--- src/hdl/interval_overwrite_table_unit_macros.svh ---
// Assertion macros for the interval overwrite table unit.
// Used by the top level; expects clk_i and rst_ni in scope.
`ifndef INTERVAL_OVERWRITE_TABLE_UNIT_MACROS_SVH
`define INTERVAL_OVERWRITE_TABLE_UNIT_MACROS_SVH

// Same-cycle implication, checked out of reset.
`define IOTU_ASSERT_IMP(label, ante, cons) \
  label: assert property (@(posedge clk_i) disable iff (!rst_ni) (ante) |-> (cons)) \
    else $error("iotu assertion failed");

// Next-cycle implication, checked out of reset.
`define IOTU_ASSERT_NXT(label, ante, cons) \
  label: assert property (@(posedge clk_i) disable iff (!rst_ni) (ante) |=> (cons)) \
    else $error("iotu assertion failed");

`endif

--- src/hdl/iotu_pkg.sv ---
// Package for the interval overwrite table unit: sizes, codes and item types.
// No dependencies.
`timescale 1ns / 1ps
package iotu_pkg;

  localparam int unsigned MAX_ENTRIES = 16;
  localparam int unsigned IDX_W = $clog2(MAX_ENTRIES);
  localparam int unsigned CNT_W = $clog2(MAX_ENTRIES + 1);
  localparam int unsigned TMP_W = $clog2(MAX_ENTRIES + 3);

  typedef enum logic [2:0] {
    KIND_REMOVED     = 3'd0,
    KIND_TRIMMED     = 3'd1,
    KIND_SPLIT_RIGHT = 3'd2,
    KIND_INSERTED    = 3'd3,
    KIND_REJ_EMPTY   = 3'd4,
    KIND_REJ_FULL    = 3'd5
  } kind_e;

  typedef struct packed {
    logic [15:0] id;
    logic [31:0] start;
    logic [31:0] len;
    logic [31:0] src;
  } entry_t;

  typedef struct packed {
    logic [15:0] new_id;
    logic [31:0] new_start;
    logic [31:0] new_duration;
    logic [31:0] new_source_start;
  } in_item_t;

  typedef struct packed {
    kind_e       report_kind;
    logic [15:0] clip_id;
    logic [31:0] clip_start;
    logic [31:0] clip_duration;
    logic [31:0] clip_source_start;
    logic [4:0]  entry_total;
    logic        last_report;
  } out_item_t;

  // Outcome of classifying the head entry against the new span.
  typedef struct packed {
    logic   removed;
    logic   split;
    logic   has_keep;
    entry_t keep;
    logic   has_rep;
    kind_e  rep_kind;
    entry_t rep;
    logic   done;
  } cls_t;

endpackage

--- src/hdl/iotu_cell.sv ---
// One table cell of the interval overwrite table chain.
// Depends on iotu_pkg.
`timescale 1ns / 1ps
module iotu_cell import iotu_pkg::*; (
  input  logic             clk_i,
  input  logic [IDX_W-1:0] idx_i,
  input  logic             shift_i,
  input  entry_t           next_i,
  input  logic             load_i,
  input  logic [IDX_W-1:0] load_pos_i,
  input  entry_t           load_entry_i,
  output entry_t           entry_o
);

  entry_t entry_q, entry_d;

  // A load aimed at this cell wins over the shift from the neighbour.
  always_comb begin
    entry_d = entry_q;
    if (shift_i) begin
      entry_d = next_i;
    end
    if (load_i && (load_pos_i == idx_i)) begin
      entry_d = load_entry_i;
    end
  end

  always_ff @(posedge clk_i) begin
    entry_q <= entry_d;
  end

  assign entry_o = entry_q;

endmodule

--- src/hdl/iotu_classify.sv ---
// Classifies the head table entry against the new span and forms the
// surviving piece and its report. Depends on iotu_pkg.
`timescale 1ns / 1ps
module iotu_classify import iotu_pkg::*; (
  input  entry_t e_i,
  input  entry_t nw_i,
  input  logic   half_i,
  output cls_t   cls_o
);

  logic [32:0] ee;
  logic [31:0] ne;
  logic        outside, covered, contains;
  entry_t      left_part, right_part;

  always_comb begin
    ee = {1'b0, e_i.start} + {1'b0, e_i.len};
    // The span end fits in 32 bits because the duration was saturated.
    ne = nw_i.start + nw_i.len;
    outside  = (ee <= {1'b0, nw_i.start}) || (e_i.start >= ne);
    covered  = (nw_i.start <= e_i.start) && ({1'b0, ne} >= ee);
    contains = (e_i.start < nw_i.start) && (ee > {1'b0, ne});

    left_part  = '{id: e_i.id, start: e_i.start, len: nw_i.start - e_i.start,
                   src: e_i.src};
    right_part = '{id: e_i.id, start: ne, len: ee[31:0] - ne,
                   src: e_i.src + (ne - e_i.start)};

    cls_o          = '0;
    cls_o.removed  = !outside && covered;
    cls_o.split    = !outside && !covered && contains;
    cls_o.rep_kind = KIND_TRIMMED;
    cls_o.done     = 1'b1;
    if (outside) begin
      cls_o.has_keep = 1'b1;
      cls_o.keep     = e_i;
    end else if (covered) begin
      cls_o.has_rep  = 1'b1;
      cls_o.rep_kind = KIND_REMOVED;
      cls_o.rep      = e_i;
    end else if (contains) begin
      // Left part on the first half, right part on the second.
      cls_o.has_keep = 1'b1;
      cls_o.has_rep  = 1'b1;
      cls_o.keep     = half_i ? right_part : left_part;
      cls_o.rep      = cls_o.keep;
      cls_o.rep_kind = half_i ? KIND_SPLIT_RIGHT : KIND_TRIMMED;
      cls_o.done     = half_i;
    end else if (e_i.start >= nw_i.start) begin
      cls_o.has_keep = 1'b1;
      cls_o.has_rep  = 1'b1;
      cls_o.keep     = right_part;
      cls_o.rep      = right_part;
    end else begin
      cls_o.has_keep = 1'b1;
      cls_o.has_rep  = 1'b1;
      cls_o.keep     = left_part;
      cls_o.rep      = left_part;
    end
  end

endmodule

--- src/hdl/interval_overwrite_table_unit.sv ---
// Top level of the interval overwrite table unit: cell chain and sequencer.
// Depends on iotu_pkg, iotu_cell, iotu_classify and the macros header.
//
//   channel | signals                          | carries
//   in      | in_valid_i, in_ready_o, in_item_i    | one insert item
//   out     | out_valid_o, out_ready_i, out_item_o | one report per transfer
//
// An insert goes from idle to check, then, if the table holds entries, through a
// counting pass that rotates the chain to size the edited table, then to decide and
// an editing pass that handles each head entry once (twice for a split), places the
// new interval and closes, then to the final report and back to idle. A rejected
// empty insert goes from check back to idle, a rejected full one from decide.
// Reset empties the table at once; no clearing pass is needed.
// A report waiting in the output register stalls the editing and final steps, and
// the check and decide steps when they reject; one item is in work at a time.
`timescale 1ns / 1ps
`include "interval_overwrite_table_unit_macros.svh"
module interval_overwrite_table_unit import iotu_pkg::*; (
  input  logic      clk_i,
  input  logic      rst_ni,
  input  logic      in_valid_i,
  output logic      in_ready_o,
  input  in_item_t  in_item_i,
  output logic      out_valid_o,
  input  logic      out_ready_i,
  output out_item_t out_item_o
);

  localparam logic [2:0] ST_IDLE   = 3'd0;
  localparam logic [2:0] ST_CHECK  = 3'd1;
  localparam logic [2:0] ST_COUNT  = 3'd2;
  localparam logic [2:0] ST_DECIDE = 3'd3;
  localparam logic [2:0] ST_EDIT   = 3'd4;
  localparam logic [2:0] ST_FINAL  = 3'd5;

  logic [2:0]       st_q, st_d;
  logic [CNT_W-1:0] count_q, count_d;
  logic [CNT_W-1:0] rem_q, rem_d;
  logic [TMP_W-1:0] wcnt_q, wcnt_d;
  logic [TMP_W-1:0] total_q, total_d;
  logic             placed_q, placed_d;
  logic             half_q, half_d;
  entry_t           nw_q, nw_d;
  logic             out_valid_q, out_valid_d;
  out_item_t        out_q, out_d;

  entry_t           cells [MAX_ENTRIES];
  logic             shift, load;
  logic [IDX_W-1:0] load_pos;
  entry_t           load_entry;
  cls_t             cls;
  logic             out_free, emit;
  out_item_t        emit_item;
  logic [TMP_W:0]   pos_wide;
  logic [31:0]      dur_sat;

  // Cell chain: each cell takes its upper neighbour when the head pops.
  for (genvar g = 0; g < MAX_ENTRIES; g++) begin : g_cell
    entry_t nxt;
    if (g == MAX_ENTRIES - 1) begin : g_last
      assign nxt = cells[g];
    end else begin : g_mid
      assign nxt = cells[g+1];
    end
    iotu_cell u_cell (
      .clk_i       (clk_i),
      .idx_i       (IDX_W'(g)),
      .shift_i     (shift),
      .next_i      (nxt),
      .load_i      (load),
      .load_pos_i  (load_pos),
      .load_entry_i(load_entry),
      .entry_o     (cells[g])
    );
  end

  iotu_classify u_classify (
    .e_i   (cells[0]),
    .nw_i  (nw_q),
    .half_i(half_q),
    .cls_o (cls)
  );

  assign out_free = !out_valid_q || out_ready_i;

  // Saturate the duration so that the end stays inside the time range.
  assign dur_sat = (in_item_i.new_duration > ~in_item_i.new_start) ?
                   ~in_item_i.new_start : in_item_i.new_duration;

  // Sequencer.
  always_comb begin
    st_d       = st_q;
    count_d    = count_q;
    rem_d      = rem_q;
    wcnt_d     = wcnt_q;
    total_d    = total_q;
    placed_d   = placed_q;
    half_d     = half_q;
    nw_d       = nw_q;
    shift      = 1'b0;
    load       = 1'b0;
    load_entry = cls.keep;
    pos_wide   = '0;
    emit       = 1'b0;
    emit_item  = '{report_kind: KIND_INSERTED, clip_id: nw_q.id,
                   clip_start: nw_q.start, clip_duration: nw_q.len,
                   clip_source_start: nw_q.src, entry_total: 5'(count_q),
                   last_report: 1'b1};

    unique case (st_q)
      ST_IDLE: begin
        if (in_valid_i) begin
          nw_d = '{id: in_item_i.new_id, start: in_item_i.new_start,
                   len: dur_sat, src: in_item_i.new_source_start};
          st_d = ST_CHECK;
        end
      end
      ST_CHECK: begin
        if (nw_q.len == '0) begin
          if (out_free) begin
            emit = 1'b1;
            emit_item.report_kind = KIND_REJ_EMPTY;
            st_d = ST_IDLE;
          end
        end else begin
          rem_d   = count_q;
          total_d = TMP_W'(count_q) + TMP_W'(1);
          st_d    = (count_q == '0) ? ST_DECIDE : ST_COUNT;
        end
      end
      ST_COUNT: begin
        // Rotate the head to the tail while counting the edited size.
        shift      = 1'b1;
        load       = 1'b1;
        load_entry = cells[0];
        pos_wide   = (TMP_W+1)'(count_q) - (TMP_W+1)'(1);
        if (cls.split) begin
          total_d = total_q + TMP_W'(1);
        end else if (cls.removed) begin
          total_d = total_q - TMP_W'(1);
        end
        rem_d = rem_q - CNT_W'(1);
        if (rem_q == CNT_W'(1)) begin
          st_d = ST_DECIDE;
        end
      end
      ST_DECIDE: begin
        if (total_q > TMP_W'(MAX_ENTRIES)) begin
          if (out_free) begin
            emit = 1'b1;
            emit_item.report_kind = KIND_REJ_FULL;
            st_d = ST_IDLE;
          end
        end else begin
          rem_d    = count_q;
          wcnt_d   = '0;
          placed_d = 1'b0;
          half_d   = 1'b0;
          st_d     = ST_EDIT;
        end
      end
      ST_EDIT: begin
        if (out_free) begin
          if (rem_q == '0) begin
            if (!placed_q) begin
              load       = 1'b1;
              load_entry = nw_q;
              pos_wide   = (TMP_W+1)'(wcnt_q);
              wcnt_d     = wcnt_q + TMP_W'(1);
              placed_d   = 1'b1;
            end else begin
              st_d = ST_FINAL;
            end
          end else if (cls.has_keep && !placed_q && (cls.keep.start > nw_q.start)) begin
            // The new interval goes in ahead of the first later piece.
            load       = 1'b1;
            load_entry = nw_q;
            pos_wide   = (TMP_W+1)'(rem_q) + (TMP_W+1)'(wcnt_q);
            wcnt_d     = wcnt_q + TMP_W'(1);
            placed_d   = 1'b1;
          end else begin
            shift    = cls.done;
            load     = cls.has_keep;
            pos_wide = (TMP_W+1)'(rem_q) + (TMP_W+1)'(wcnt_q) -
                       (TMP_W+1)'(cls.done);
            if (cls.has_keep) begin
              wcnt_d = wcnt_q + TMP_W'(1);
            end
            if (cls.has_rep) begin
              emit = 1'b1;
              emit_item = '{report_kind: cls.rep_kind, clip_id: cls.rep.id,
                            clip_start: cls.rep.start, clip_duration: cls.rep.len,
                            clip_source_start: cls.rep.src,
                            entry_total: 5'(total_q), last_report: 1'b0};
            end
            if (cls.done) begin
              rem_d  = rem_q - CNT_W'(1);
              half_d = 1'b0;
            end else begin
              half_d = 1'b1;
            end
          end
        end
      end
      ST_FINAL: begin
        if (out_free) begin
          emit = 1'b1;
          emit_item.entry_total = 5'(wcnt_q);
          count_d = CNT_W'(wcnt_q);
          st_d = ST_IDLE;
        end
      end
      default: begin
        st_d = ST_IDLE;
      end
    endcase
    load_pos = pos_wide[IDX_W-1:0];
  end

  // Output register.
  always_comb begin
    out_valid_d = out_valid_q;
    out_d       = out_q;
    if (emit) begin
      out_valid_d = 1'b1;
      out_d       = emit_item;
    end else if (out_ready_i) begin
      out_valid_d = 1'b0;
    end
  end

  always_ff @(posedge clk_i or negedge rst_ni) begin
    if (!rst_ni) begin
      st_q        <= ST_IDLE;
      count_q     <= '0;
      rem_q       <= '0;
      wcnt_q      <= '0;
      total_q     <= '0;
      placed_q    <= 1'b0;
      half_q      <= 1'b0;
      out_valid_q <= 1'b0;
    end else begin
      st_q        <= st_d;
      count_q     <= count_d;
      rem_q       <= rem_d;
      wcnt_q      <= wcnt_d;
      total_q     <= total_d;
      placed_q    <= placed_d;
      half_q      <= half_d;
      out_valid_q <= out_valid_d;
    end
  end

  always_ff @(posedge clk_i) begin
    nw_q  <= nw_d;
    out_q <= out_d;
  end

  assign in_ready_o  = (st_q == ST_IDLE);
  assign out_valid_o = out_valid_q;
  assign out_item_o  = out_q;

  // The stored count never passes the table size.
  `IOTU_ASSERT_IMP(a_count_max, 1'b1, count_q <= CNT_W'(MAX_ENTRIES))
  // While editing, unprocessed and written entries fit in the chain.
  `IOTU_ASSERT_IMP(a_edit_fits, st_q == ST_EDIT,
                   (TMP_W+1)'(rem_q) + (TMP_W+1)'(wcnt_q) <= (TMP_W+1)'(MAX_ENTRIES))
  // The final report commits the written size as the new count.
  `IOTU_ASSERT_NXT(a_final_commit, st_q == ST_FINAL && out_free,
                   count_q == CNT_W'($past(wcnt_q)) && st_q == ST_IDLE)

endmodule

--- config.mk ---
export PLATFORM = sky130hd
export DESIGN_NAME = interval_overwrite_table_unit
export DESIGN_NICKNAME = d
export VERILOG_FILES = /design/src/hdl/iotu_pkg.sv /design/src/hdl/iotu_cell.sv /design/src/hdl/iotu_classify.sv /design/src/hdl/interval_overwrite_table_unit.sv
export VERILOG_INCLUDE_DIRS = /design/src /design/src/hdl
export SDC_FILE = /design/constraint.sdc
export NUM_CORES = 2
export LEC_CHECK = 0
export BUFFER_PORTS_ARGS = -buffer_cell sky130_fd_sc_hd__buf_2
export CAP_MARGIN = 20
export CORE_MARGIN = 2
export CORE_UTILIZATION = 55
export CTS_CLUSTER_SIZE = 12
export DETAILED_ROUTE_END_ITERATION = 7
export PLACE_DENSITY_LB_ADDON = 0.2
export SYNTH_ARGS = -nofsm -noshare
export SYNTH_HDL_FRONTEND = slang
export SYNTH_SLANG_ARGS = --single-unit
--- constraint.sdc ---
create_clock -name clk_i -period 16.6 [get_ports clk_i]
set_input_delay 1.66 -clock clk_i [delete_from_list [all_inputs] [get_ports clk_i]]
set_output_delay 1.66 -clock clk_i [all_outputs]
set_load 0.01 [all_outputs]
# Yosys cells after proc, flatten, opt, wreduce, memory -nomap -nowiden
# Cells that the tools add are included.
# word_totals
reg_bits,2051
inputBits,116
out_inout_bits,123
word_cells,329
# classes
addsub,14
magnitude_cmp,10
n_eq_ne,35
mux,123
bitwise_logic,3
n_reduce_logical,61
# op_table
operator,n
two-way mux 112 bit,35
two-way mux 121 bit,4
two-way mux 96 bit,3
two-way mux 113 bit,2
one-hot mux 112 bit (2 select lines),1
two-way mux 97 bit,2
two-way mux 117 bit,1
two-way mux 116 bit,1
subtractor 32 bit,3
two-way mux 5 bit,16
adder 32 bit,2
>= comparator 32 bit,2
> comparator 32 bit,2
two-way mux 3 bit,13
nonzero test 2 bit,18
adder 32 x 32 -> 33 bit,1
>= comparator 32 x 33 -> 1 bit,1
> comparator 33 x 32 -> 1 bit,1
<= comparator 33 x 32 -> 1 bit,1
"equality test 4 bit, second input constant",8
<= comparator 32 bit,1
zero test 32 bit,1
less-than comparator 32 bit,1
two-way mux 32 bit,1
41 further kinds,125

# Longest topological paths before layout
# depth
ltp_word,16
depth_mapped,45
mapped_depth_nobuf,40

# Cells and area by module
# Synthesis repeated with hierarchy kept, for this count alone.
# hier_totals
cells_unflattened,7092
area_unflattened_um2,104093.6
# modules_own_cells
mod,n_inst,cells_per_inst,area_each_um2,seq_area_each_um2
iotu_cell,16,245,4793.3,3363.2
interval_overwrite_table_unit,1,1212,14582.7,7647.3
iotu_classify,1,1960,12817.3,0.0

# Least setup slack after synthesis
# OpenSTA, ideal clock, no wires.
# synth_timing
path_type,register to register
startpoint,register g_cell[0].u_cell.entry_q (netlist bit g_cell[0].u_cell.entry_o[33])
endpoint,register g_cell[12].u_cell.entry_q (netlist bit g_cell[12].u_cell.entry_o[0]) (enable)
setup_ps,739
t_arrival_ps,16150
t_required_ps,15861
slack_ps,-289
stages_incl_launch_ff,41
path_buffers,2
period_less_slack_ps,16889
path_cell_list,edfxtp_1 -> ha_1 -> a211oi_1 -> o21ai_1 -> a221oi_2 -> o21bai_1 -> a21o_1 -> a21o_1 -> a21oi_1 -> o21bai_1 -> a21oi_1 -> o21bai_1 -> a31o_2 -> a21oi_1 -> xnor2_1 -> ha_1 -> nand2_1 -> nor2_1 -> [... 5 more ...] -> and2_1 -> clkbuf_1 -> nand3_1 -> buf_1 -> o22ai_1 -> ha_1 -> nand4_1 -> nor3_1 -> o221ai_1 -> o211ai_1 -> a221oi_1 -> a311oi_2 -> inv_1 -> or3_1 -> mux2_2 -> nand2_1 -> nand2_1 -> o21ai_0
# synth_via
elab_chain_cells,15
word_cells_on_any_way,32
classes_between,add/sub: 2; order compare: 4; eq/ne: 1; mux: 18; reduce/logical: 7
# synth_rtl
element,line,text
from (decl),iotu_cell.sv:15,"entry_t entry_q, entry_d;"
from (signal assigned),iotu_cell.sv:29,entry_q <= entry_d;
adder 32 x 32 -> 33 bit (*),iotu_classify.sv:17,"ee = {1'b0, e_i.start} + {1'b0, e_i.len};"
> comparator 33 x 32 -> 1 bit,iotu_classify.sv:22,"contains = (e_i.start < nw_i.start) && (ee > {1'b0, ne});"
logical AND 1 bit,iotu_classify.sv:22,
two-way mux 97 bit,iotu_classify.sv:41,end else if (contains) begin
two-way mux 113 bit,iotu_classify.sv:37,end else if (covered) begin
two-way mux 113 bit,iotu_classify.sv:34,if (outside) begin
> comparator 32 bit,interval_overwrite_table_unit.sv:174,end else if (cls.has_keep && !placed_q && (cls.keep.start > nw_q.start)) begin
logical AND 1 bit,interval_overwrite_table_unit.sv:174,
two-way mux 4 bit,interval_overwrite_table_unit.sv:174,
two-way mux 4 bit,interval_overwrite_table_unit.sv:164,if (rem_q == '0) begin
two-way mux 4 bit,interval_overwrite_table_unit.sv:163,if (out_free) begin
one-hot mux 4 bit (2 select lines),interval_overwrite_table_unit.sv:110,unique case (st_q)
equality test 4 bit,iotu_cell.sv:23,if (load_i && (load_pos_i == idx_i)) begin
logical AND 1 bit,iotu_cell.sv:23,
nonzero test 2 bit (no source line) (*),-,
to (signal assigned),iotu_cell.sv:29,
to (decl),iotu_cell.sv:15,
# Mark *: on every way between the ends. The rest lies on a longest branch, timed or not.
# A chain may end at the register's enable or synchronous reset.

# Worst setup path after layout
# layout_timing
startpoint,register nw_q[32] (netlist name)
endpoint,register g_cell[9].u_cell.entry_q (netlist bit g_cell[9].u_cell.entry_o[45]) (enable)
# layout_via
elab_chain_cells,15
word_cells_on_any_way,34
classes_between,add/sub: 2; order compare: 4; eq/ne: 1; mux: 20; reduce/logical: 7
# layout_rtl
element,line,text
from (decl),interval_overwrite_table_unit.sv:43,"entry_t nw_q, nw_d;"
from (signal assigned),interval_overwrite_table_unit.sv:255,nw_q <= nw_d;
adder 32 bit (*),iotu_classify.sv:19,ne = nw_i.start + nw_i.len;
> comparator 33 x 32 -> 1 bit,iotu_classify.sv:22,
logical AND 1 bit,iotu_classify.sv:22,
two-way mux 97 bit,iotu_classify.sv:41,
two-way mux 113 bit,iotu_classify.sv:37,
two-way mux 113 bit,iotu_classify.sv:34,
> comparator 32 bit,interval_overwrite_table_unit.sv:174,
logical AND 1 bit,interval_overwrite_table_unit.sv:174,
two-way mux 4 bit,interval_overwrite_table_unit.sv:174,
two-way mux 4 bit,interval_overwrite_table_unit.sv:164,
two-way mux 4 bit,interval_overwrite_table_unit.sv:163,
one-hot mux 4 bit (2 select lines),interval_overwrite_table_unit.sv:110,
equality test 4 bit,iotu_cell.sv:23,
logical AND 1 bit,iotu_cell.sv:23,
nonzero test 2 bit (no source line) (*),-,
to (signal assigned),iotu_cell.sv:29,
to (decl),iotu_cell.sv:15,
# Marks and branches as above.

==> results.ini <==
[worst_setup_path]
slowest_delay_ns=0.82
start_kind=flop
critical_path_required_ns=17.06
cp_max_fo=105
cpMostUsedCell=inv_1
critPathTopFamily=compound AO/OA/AOI/OAI gates
path_buf_inv=8
critPathKind=reg -> reg
arrival_ns=15.27
r2r_end=g_cell[9].u_cell.entry_o[45]
endpoint_kind=flop
r2r_setup_slack_ns=1.80
slowest_stage=xnor2_1
r2r-start=nw_q[32]
worst-r2r-cell-count=40

[worst_hold_path]
hold_end=g_cell[1].u_cell.entry_o[40]
hold_depth=1
worst_hold_path_type=reg -> reg
hold_start=g_cell[2].u_cell.entry_o[40]

[global_route]
grt_max_degree=114
grt_usage_pct=34.31
grt_antenna_before_repair=11
grt_overflow=0
grt_pass1_vias=63040
grt_pass1_wl_mm=470.7

[synthesis]
netlist_area_mm2=0.1027
synth_compound_area_share_pct=7.835
synth_enable_flop_cells=2025
avgSynthCellArea_um2=14.13
synth_top_flop_cell=edfxtp_1
yosysUniqueCellTypes=87
async_flop_share_pct=1.268
synthMuxAreaShare_pct=19.09
seq_area_frac_synth_pct=59.87
netlist_instances=7266
synth_top_family_by_area=multiplexers
synth_fa_ha_area_share_pct=4.762
synth_xor_area_share_pct=1.271
synth-simple-area-share_pct=4.215
ys_seq_elements=2051
yosys_warnings=0
syn-num-nets=7748

[sta]
tns_ns=0
fmax_ghz=0.06755
fin_skew_ns=0.08985
fin_crit_sh_pct=89.19
tightest_slew_ns=1.298
maxSlewHeadroom_pct=12.73
rsz0062_at_grt=false
setup_violations=0
post-route-min-period_ns=14.80
slew_viol_final=0
hold_viol=0

[cells_and_area]
layout_common_cells=edfxtp_1, mux2_2, nand2_1, ha_1, o21ai_0
multi_input_area_mm2=0.03860
num-nets-final=7987
final_common_cell=edfxtp_1
drive_gt1_share_pct=29.84
area_delta_synth_final_pct=10.99
seqCellArea_mm2=0.06146
fillers=14000

[detailed_routing]
first_pass_iters=8
vias_per_cell=6.481
drc_errors=0
first_iter_violations=7321
wirelength_mm=330.5
wl_per_cell_um=32.69
antenna_left=0
dr_total_vias=65530

[clock_tree]
insertion_delay_ns=0.87
root_buffer=clkbuf_16
path_clk_slew_ns=0.06
clock_path_buffers=3
numCtsBuffers=205
post_cts_resized=0
post_cts_buffers=0
clkSinkCount=2051
htree_num_levels=4
hold_buffers=0
cts_tree=built

[floorplanning]
core_area_mm2=0.1854
initial_core_util_pct=55.36
die_w_um=436.0
dieArea_mm2=0.1901
row_count=158
die_h_um=436.0
io_pins=239

[place]
routabilityCongestion=1.014
hpwl_mm=232.0
portBuffers=238

[flow_run]
cap_violations=0

[status]
outcome=complete, no violations

cells in the mapped netlist (31+ instances only):
| master | instances | share of area [%] |
|---|---|---|
| xnor2_1 | 88 | 0.75 |
| mux2i_1 | 75 | 0.73 |
| inv_1 | 274 | 1.0 |
| buf_1 | 34 | 0.12 |
| clkbuf_1 | 253 | 0.93 |
| a21oi_1 | 300 | 1.5 |
| nor2_1 | 221 | 0.81 |
| o22ai_1 | 39 | 0.24 |
| fa_1 | 37 | 0.72 |
| o211ai_1 | 35 | 0.26 |
| o21ai_1 | 61 | 0.30 |
| edfxtp_1 | 2025 | 59 |
| mux2_1 | 247 | 2.7 |
| nand4_1 | 51 | 0.31 |
| and3_1 | 36 | 0.22 |
| a22oi_1 | 60 | 0.44 |
| nand3_1 | 72 | 0.35 |
| mux2_2 | 1427 | 16 |
| nor3_1 | 51 | 0.25 |
| xor2_1 | 61 | 0.52 |
| nand2b_1 | 31 | 0.19 |
| a31oi_1 | 48 | 0.29 |
| nand2_1 | 392 | 1.4 |
| a211oi_1 | 36 | 0.26 |
| ha_1 | 329 | 4.0 |
| o21ai_0 | 308 | 1.5 |
| buf_2 | 142 | 0.69 |
| a21o_1 | 118 | 0.86 |
layer usage:
metal  global-route usage (%)  routed length (µm)
met1                    48.48              139300
met2                    52.64              148100
met3                    5.530               25980
met4                    15.06               17070
met5                        0                  27
through the flow:
step | cell area (µm²) | cells | util [%] | setup slack (ns) | hold slack [ns]
2_1_floorplan | 102700 | 7266 | - | -0.1382 | 0.4963
3_3_place_gp | 107800 | 9760 | 58.11 | 2.186 | 0.5006
3_5_place_dp | 107800 | 9765 | 58.13 | 2.197 | 0.5088
4_1_cts | 113800 | 10090 | 61.38 | 2.135 | 0.4469
5_1_grt | 113900 | 10100 | 61.44 | 1.280 | 0.4536
6_report | 113900 | 10110 | 61.45 | 1.795 | 0.4517
worst max-delay path by stage:
stage | start | to | slack, ns | depth (start not counted)
after floorplan | g_cell[0].u_cell.entry_o[33] | g_cell[0].u_cell.entry_o[0] | -0.14 | 40
after global placement | nw_q[32] | g_cell[12].u_cell.entry_o[65] | 2.19 | 41
after detailed placement | nw_q[32] | g_cell[10].u_cell.entry_o[9] | 2.20 | 39
after CTS | nw_q[32] | g_cell[10].u_cell.entry_o[82] | 2.13 | 39
after global routing | nw_q[32] | g_cell[10].u_cell.entry_o[95] | 1.28 | 39
final | nw_q[32] | g_cell[9].u_cell.entry_o[45] | 1.80 | 40
worst register-to-register path, delay by kind of cell, from the launching register on:
kind	cells	cell delay, ns
DFF	1	0.53
adders and majority gates	4	1.61
AOI/OAI and AO/OA	17	5.45
and+or+nand+nor	10	3.27
buffers and inverters	8	2.42
xor gates and xnor gates	1	0.82
cells by family after synthesis:
| family | Yosys count |
|---|---|
| compound gates | 1266 |
| xor+xnor | 149 |
| fa+ha+maj | 369 |
| buf+inv | 732 |
| flops | 2051 |
| mux | 1749 |
| simple gates | 950 |
flip-flops by register name (all words and copies together), names as in the netlist:
signal / flops
count_q: 5
g_cell.u_cell.entry_o: 1792
half_q: 1
nw_q: 112
out_item_o: 121
out_valid_o: 1
placed_q: 1
rem_q: 5
st_q: 3
total_q: 5
wcnt_q: 5
final cells by class:
class	count	area share, %
Antenna cell	6	0.01318
Inverter	275	0.9081
Timing Repair Buffer	489	3.253
Clock inverter	59	0.5172
Multi-Input combinational cell	4483	33.88
Sequential cell	2051	53.94
Clock buffer	267	4.770
Tap cell	2480	2.723
Power is left out: the tool's default activity adds up to more than one toggle a clock period on the data nets, which glitch-free logic cannot reach.
